[src/hw/rtl/box_blur_clamped_edges_unit_defines.svh]
// Assertion macros for the box blur unit.
// No dependencies; included by files that carry concurrent checks.
`ifndef BOX_BLUR_CLAMPED_EDGES_UNIT_DEFINES_SVH
`define BOX_BLUR_CLAMPED_EDGES_UNIT_DEFINES_SVH
`ifndef SYNTHESIS
`define BBC_ASSERT(lbl, clk, rst_n, prop, msg) \
  lbl: assert property (@(posedge clk) disable iff (!rst_n) prop) else $error(msg);
`define BBC_ASSERT_NR(lbl, clk, prop, msg) \
  lbl: assert property (@(posedge clk) prop) else $error(msg);
`else
`define BBC_ASSERT(lbl, clk, rst_n, prop, msg)
`define BBC_ASSERT_NR(lbl, clk, prop, msg)
`endif
`endif

[src/hw/rtl/bbc_pkg.sv]
// Shared constants, types and helper functions for the box blur unit.
// No dependencies.
`timescale 1ns / 1ps

package bbc_pkg;

  localparam int unsigned CH_N        = 4;
  localparam int unsigned CH_W        = 8;
  localparam int unsigned PIX_W       = CH_N * CH_W;
  localparam int unsigned COORD_W     = 8;
  localparam int unsigned DIM_W       = 9;
  localparam int unsigned RAD_W       = 4;
  localparam int unsigned CRD_S_W     = 10;
  localparam int unsigned ADDR_W      = 2 * COORD_W;
  localparam int unsigned FRAME_DEPTH = 1 << ADDR_W;
  localparam int unsigned SUM_W       = 18;
  localparam int unsigned AREA_W      = 10;
  localparam int unsigned DIV_CNT_W   = 5;
  localparam int unsigned CH_IDX_W    = 2;
  localparam int unsigned CFG_IDX_W   = 2;

  localparam logic [DIM_W-1:0] MAX_WIDTH  = 9'd256;
  localparam logic [DIM_W-1:0] MAX_HEIGHT = 9'd256;

  localparam logic [CFG_IDX_W-1:0] REG_RADIUS = 2'd0;
  localparam logic [CFG_IDX_W-1:0] REG_WIDTH  = 2'd1;
  localparam logic [CFG_IDX_W-1:0] REG_HEIGHT = 2'd2;

  localparam logic CMD_WRITE = 1'b0;
  localparam logic CMD_QUERY = 1'b1;

  typedef struct packed {
    logic busy;
    logic done;
  } div_status_t;

  function automatic logic [DIM_W-1:0] fit_dim(input logic [DIM_W-1:0] v,
                                               input logic [DIM_W-1:0] maxv);
    logic [DIM_W-1:0] r;
    if (v == '0) begin
      r = 9'd1;
    end else if (v > maxv) begin
      r = maxv;
    end else begin
      r = v;
    end
    return r;
  endfunction

  function automatic logic [COORD_W-1:0] clamp_coord(input logic signed [CRD_S_W-1:0] v,
                                                     input logic [DIM_W-1:0] size);
    logic signed [CRD_S_W-1:0] sz;
    logic [DIM_W-1:0]          lim;
    logic [COORD_W-1:0]        r;
    sz  = $signed({1'b0, size});
    lim = size - 9'd1;
    if (v < 0) begin
      r = '0;
    end else if (v >= sz) begin
      r = lim[COORD_W-1:0];
    end else begin
      r = v[COORD_W-1:0];
    end
    return r;
  endfunction

endpackage

[src/hw/rtl/bbc_div.sv]
// Restoring divider, one quotient bit per cycle, shared by all channels.
// Depends on bbc_pkg.
`timescale 1ns / 1ps

module bbc_div (
  input  logic                       clk_i,
  input  logic                       rst_ni,
  input  logic                       start_i,
  input  logic [bbc_pkg::SUM_W-1:0]  dividend_i,
  input  logic [bbc_pkg::AREA_W-1:0] divisor_i,
  output bbc_pkg::div_status_t       status_o,
  output logic [bbc_pkg::CH_W-1:0]   quotient_o
);

  logic                          busy_q, busy_d;
  logic                          done_q, done_d;
  logic [bbc_pkg::DIV_CNT_W-1:0] cnt_q, cnt_d;
  logic [bbc_pkg::SUM_W-1:0]     dvd_q, dvd_d;
  logic [bbc_pkg::AREA_W-1:0]    rem_q, rem_d;
  logic [bbc_pkg::AREA_W:0]      rem_sh;
  logic [bbc_pkg::AREA_W:0]      rem_sub;
  logic                          ge;

  assign rem_sh  = {rem_q, dvd_q[bbc_pkg::SUM_W-1]};
  assign ge      = rem_sh >= {1'b0, divisor_i};
  assign rem_sub = rem_sh - {1'b0, divisor_i};

  always_comb begin
    busy_d = busy_q;
    done_d = 1'b0;
    cnt_d  = cnt_q;
    dvd_d  = dvd_q;
    rem_d  = rem_q;
    if (start_i) begin
      busy_d = 1'b1;
      cnt_d  = bbc_pkg::DIV_CNT_W'(bbc_pkg::SUM_W);
      dvd_d  = dividend_i;
      rem_d  = '0;
    end else if (busy_q) begin
      rem_d = ge ? rem_sub[bbc_pkg::AREA_W-1:0] : rem_sh[bbc_pkg::AREA_W-1:0];
      dvd_d = {dvd_q[bbc_pkg::SUM_W-2:0], ge};
      cnt_d = cnt_q - 1'b1;
      if (cnt_q == bbc_pkg::DIV_CNT_W'(1)) begin
        busy_d = 1'b0;
        done_d = 1'b1;
      end
    end
  end

  always_ff @(posedge clk_i or negedge rst_ni) begin
    if (!rst_ni) begin
      busy_q <= 1'b0;
      done_q <= 1'b0;
      cnt_q  <= '0;
    end else begin
      busy_q <= busy_d;
      done_q <= done_d;
      cnt_q  <= cnt_d;
    end
  end

  always_ff @(posedge clk_i) begin
    dvd_q <= dvd_d;
    rem_q <= rem_d;
  end

  assign status_o.busy = busy_q;
  assign status_o.done = done_q;
  assign quotient_o    = dvd_q[bbc_pkg::CH_W-1:0];

endmodule

[config.mk]
export PLATFORM = sky130hd
export DESIGN_NAME = bbc_div
export DESIGN_NICKNAME = d
export VERILOG_FILES = /design/src/hw/rtl/box_blur_clamped_edges_unit_defines.svh /design/src/hw/rtl/bbc_pkg.sv /design/src/hw/rtl/bbc_div.sv
export SDC_FILE = /design/constraint.sdc
export NUM_CORES = 1
export LEC_CHECK = 0
export ABC_CLOCK_PERIOD_IN_PS = 5000
export BUFFER_PORTS_ARGS = -buffer_cell sky130_fd_sc_hd__buf_2
export CORE_AREA = 4 4 78 80
export DETAILED_ROUTE_END_ITERATION = 8
export DIE_AREA = 0 0 82 84
export GPL_TIMING_DRIVEN = 0
export PLACE_DENSITY_LB_ADDON = 0.2
export SYNTH_ARGS = -nofsm -noshare
export SYNTH_HDL_FRONTEND = slang
export SYNTH_SLANG_ARGS = --single-unit
[constraint.sdc]
create_clock -name clk_i -period 5 [get_ports clk_i]
set_input_delay 0.75 -clock clk_i [delete_from_list [all_inputs] [get_ports clk_i]]
set_output_delay 0.75 -clock clk_i [all_outputs]
set_load 0.005 [all_outputs]
After elaboration in Yosys (flattened, before gate mapping)
Index checks and enable logic that the tools add are counted.
{"block": "classes", "addsub": 2, "magnitude_cmp": 1, "eq_ne": 1, "muxes": 11, "n_reduce_logical": 1}
{"op": "2-to-1 mux 18 bit", "n": 2}
{"op": ">= comparator 11 x 10 -> 1 bit", "n": 1}
{"op": "2-to-1 mux 10 bit", "n": 1}
{"op": "2-to-1 mux 5 bit", "n": 2}
{"op": "subtractor 10 bit", "n": 1}
{"op": "2-to-1 mux 1 bit", "n": 6}
{"op": "== test 5 x 1 -> 1 bit (second input constant)", "n": 1}
{"op": "subtractor 5 x 1 -> 5 bit (second input constant)", "n": 1}
{"op": "nonzero test 2 bit", "n": 1}
{"block": "word_totals", "reg_bits": 35}

Longest topological paths before layout
{"block": "depth", "depth_word": 4, "ltp_mapped": 10}

Worst setup path before layout
OpenSTA, ideal clock, no wires.
{"block": "synth_timing", "path_kind": "input-to-reg", "start": "input divisor_i[0] in the netlist's numbering", "end": "register rem_q[8] in the netlist's numbering", "arrival_ps": 2670, "required_ps": 4912, "setup_slack_ps": 2242, "cell_stages": 9, "path_buffers": 0, "cell_sequence": "ha_1 -> inv_1 -> fa_1 -> a211oi_2 -> nor3_1 -> o31a_1 -> o21ai_0 -> or3b_1 -> a311oi_2"}
{"block": "synth_between", "elab_chain_len": 2, "elab_cells_between_ends": 3}
{"element": "from (decl)", "line_no": "bbc_div.sv:10", "text": "input logic [bbc_pkg::AREA_W-1:0] divisor_i,"}
{"element": "subtractor 10 bit or >= comparator 11 x 10 -> 1 bit (tied branches)", "line_no": "bbc_div.sv:26, bbc_div.sv:25"}
{"element": "2-to-1 mux 10 bit *", "line_no": "bbc_div.sv:40", "text": "rem_d = ge ? rem_sub[bbc_pkg::AREA_W-1:0] : rem_sh[bbc_pkg::AREA_W-1:0];"}
{"element": "to (signal assigned)", "line_no": "bbc_div.sv:64", "text": "rem_q <= rem_d;"}
{"element": "to (decl)", "line_no": "bbc_div.sv:19", "text": "logic [bbc_pkg::AREA_W-1:0] rem_q, rem_d;"}
Mark *: on every way between the ends. The rest lies on a longest branch, timed or not.
A chain may end at the register's enable or synchronous reset.

Worst setup path in the final report
Same ends and word-level chain as after synthesis.

==> flow_metrics.tcl <==
set metrics [dict create \
    grt_antenna_before_repair 0 \
    post_synth.cell_area_avg_um2 10.9 \
    setup-violations-final 0 \
    die_x_um 82 \
    crit_buf_inv 2 \
    hold_violations 0 \
    yosys.area.top_type "edfxtp_1" \
    vias_per_cell 4.82 \
    io_pins 41 \
    cts_made_buffers 5 \
    start_kind "primary input" \
    cts-resized-gates 0 \
    fin_crit_ns 2.74 \
    p_leak_nw 1.14 \
    rows 27 \
    netlist_area_um2 2120 \
    io_buffers 39 \
    yosysWarnings 0 \
    cts_tree "done" \
    internal_power_mw 0.705 \
    synthCells 195 \
    drive_above_1_share 0.331 \
    htreeDepth 2 \
    power_frac_clock 0.175 \
    synthArstFlopShare 0.200 \
    power.switching_mw 0.381 \
    synth_edf_count 18 \
    drv_cap 0 \
    pwr-share-comb 0.435 \
    status "completed" \
    dr_total_vias 1514 \
    cp_max_fo 3 \
    crit_family "compound AO/OA/AOI/OAI gates" \
    cts-hold-fix-buffers 0 \
    firstDrtPassIters 4 \
    criticalPathCategory "in2reg" \
    clockRootBuffer "clkbuf_8" \
    sw_frac_of_total 0.351 \
    ys_ff_latch 35 \
    ys_seq_area_frac 0.432 \
    cts_setup_buffers 0 \
    critical-path-slowest-cell "fa_1" \
    finalSetupTns_ns 0 \
    die_h_um 84 \
    period_share 0.548 \
    routedWlPerCell_um 13.2 \
    synthTopCellsByArea "edfxtp_1 (25%), dfxtp_1 (9.4%), mux2_2 (9.0%)" \
    worst_ep_required_time_ns 5.19 \
    critPathMaxStageDelay_ns 0.43 \
    track_usage 0.127 \
    grtUsageMet3 0.0227 \
    dieArea_um2 6890 \
    start_util 0.393 \
    slew_headroom 0.549 \
    synth_top_area_frac 0.255 \
    clkSlewWorstSetupHoldPaths_ns 0.07 \
    synth_cell_types 48 \
    area_delta_synth_final_pct 17.3 \
    min_path_type "in2async" \
    cts.path.max_buffers 2 \
    grtUsageMet2 0.200 \
    first_iter_violations 58 \
    routed_wl_um 4140 \
    cp.arrival_ns 2.93 \
    total_power_mw 1.09 \
    whs_ns 0.291 \
    crit_chain "buf_2, ha_1, inv_1, fa_1, a211oi_2, nor3_1, o31a_1, o21ai_0, or3b_1, a311oi_2" \
    grt_setup_unrepaired "no" \
    gr-total-overflow 0 \
    cts_sinks 35 \
    worst_slew_pin_slew_ns 0.676 \
    grt_pass1_vias 1503 \
    skew_ns 0.00528 \
    vdd_drop_max_uv 210 \
    globalplace.congestion 0.785 \
    seqPwrFrac 0.390 \
    ys.flop_type "edfxtp_1" \
    worst_setup_path_end_kind "flip-flop" \
    drtAntennaViolNets 0 \
    final_max_slew_viol_count 0 \
    drt_drc_violations_left 0 \
    grt_pass1_wl_um 6800 \
    grt.met1_usage 0.172 \
    dp_hpwl_um 3170 \
    fin_nets 285 \
    n_antenna_cell 0 \
    grt.busiest_layer "met2" \
    syn_nets 239 \
    num-fill-cells 540 \
    grt_max_degree 19 \
    clk-insertion-delay-late_ns 0.28 \
    coreArea_um2 5410 \
    max_freq_mhz 365 \
    p_per_area_nw_per_um2 437 \
]
==> kinds of logic after synthesis <==
logic type / after synthesis / share of synthesized area
AND/OR/NAND/NOR: 49 / 0.123
flip-flops: 35 / 0.432
AO/OA/AOI/OAI: 33 / 0.133
buffers and inverters: 33 / 0.0778
multiplexers: 22 / 0.114
adder cells (fa/ha/maj): 13 / 0.0802
XOR/XNOR: 10 / 0.0413
==> worst reg2reg max path, stage by stage (launching register included) <==
cell	delay [ns]
edfxtp_1	0.41
inv_1	0.07
ha_1	0.16
inv_1	0.06
fa_1	0.44
a211oi_2	0.32
nor3_1	0.09
o31a_1	0.30
o21ai_0	0.14
or3b_1	0.38
a311oi_2	0.23
==> cells in the mapped netlist (2+ instances only) <==
| library cell | count |
|---|---|
| a211oi_1 | 5 |
| a21o_1 | 6 |
| a31oi_1 | 2 |
| buf_4 | 11 |
| clkbuf_1 | 6 |
| dfrtp_1 | 7 |
| dfxtp_1 | 10 |
| edfxtp_1 | 18 |
| ha_1 | 12 |
| inv_1 | 15 |
| mux2_2 | 17 |
| mux2i_1 | 5 |
| nand2_1 | 9 |
| nand2b_1 | 3 |
| nand3_1 | 2 |
| nor2_1 | 15 |
| nor2b_1 | 4 |
| nor3_1 | 3 |
| nor3b_1 | 2 |
| nor4_1 | 2 |
| o21ai_0 | 5 |
| or2_0 | 2 |
| xnor2_1 | 5 |
| xor2_1 | 5 |
==> through the flow <==
step / area, µm² / util / instances / worst slack [ns]
finish: 2490 / 0.460 / 314 / 2.26
detailed placement: 2410 / 0.445 / 306 / 1.94
floorplan: 2120 / - / 195 / 2.24
global placement: 2410 / 0.445 / 306 / 2.00
global route: 2490 / 0.460 / 314 / 2.08
CTS: 2490 / 0.460 / 314 / 2.25
==> routing by layer <==
layer,share of wire,wire length (µm)
met3,0.038,159
met4,0.012,50
met2,0.47,1920
met5,0,0
met1,0.48,2000
==> layout by cell type, fill, tap and decap left out, drive strengths merged, types with 7 or more instances in the layout <==
master,Yosys,routed
dfrtp,7,7
buf,12,51
ha,12,12
nor2,15,15
dfxtp,10,10
edfxtp,18,18
clkbuf,6,13
nand2,9,9
mux2,17,17
inv,15,15
==> registers in the layout (all words and copies together) (netlist names) <==
signal / cells
cnt_q: 5
dvd_q: 18
rem_q: 10
busy_q: 1
done_q: 1
==> power by group through the flow <==
stage | combinational (mW) | sequential (mW) | clock, mW
6_report | 0.472 | 0.424 | 0.190
5_1_grt | 0.530 | 0.432 | 0.213
4_1_cts | 0.479 | 0.425 | 0.196
3_5_place_dp | 0.477 | 0.430 | 0
3_3_place_gp | 0.472 | 0.430 | 0
2_1_floorplan | 0.382 | 0.412 | 0
==> cell type report <==
class	count	area (µm²)	area share
Inverter	15	56.3	0.0226
Clock inverter	1	5.00	0.00201
Buffer	18	109	0.0437
Tap cell	72	90.1	0.0362
Timing Repair Buffer	39	195	0.0784
Sequential cell	35	916	0.368
Multi-Input combinational cell	127	1040	0.418
Clock buffer	7	76.3	0.0307
==> final timing paths <==
path	from	endpoint	slack, ns	depth (start not counted)
setup / recovery	divisor_i[0]	rem_q[8]$_SDFFE_PP0P_	2.26	10
hold / removal	rst_ni	cnt_q[2]$_DFFE_PN0P_	0.29	1
setup reg to reg	dvd_q[17]$_DFFE_PP_	rem_q[8]$_SDFFE_PP0P_	2.33	10
hold reg to reg	rem_q[1]$_SDFFE_PP0P_	rem_q[1]$_SDFFE_PP0P_	0.52	2
max in group asynchronous	rst_ni	cnt_q[4]$_DFFE_PN0P_	4.55	1
min in group clk_i	rem_q[1]$_SDFFE_PP0P_	rem_q[1]$_SDFFE_PP0P_	0.52	2
No activity file was read; power rests on OpenSTA's default activity.
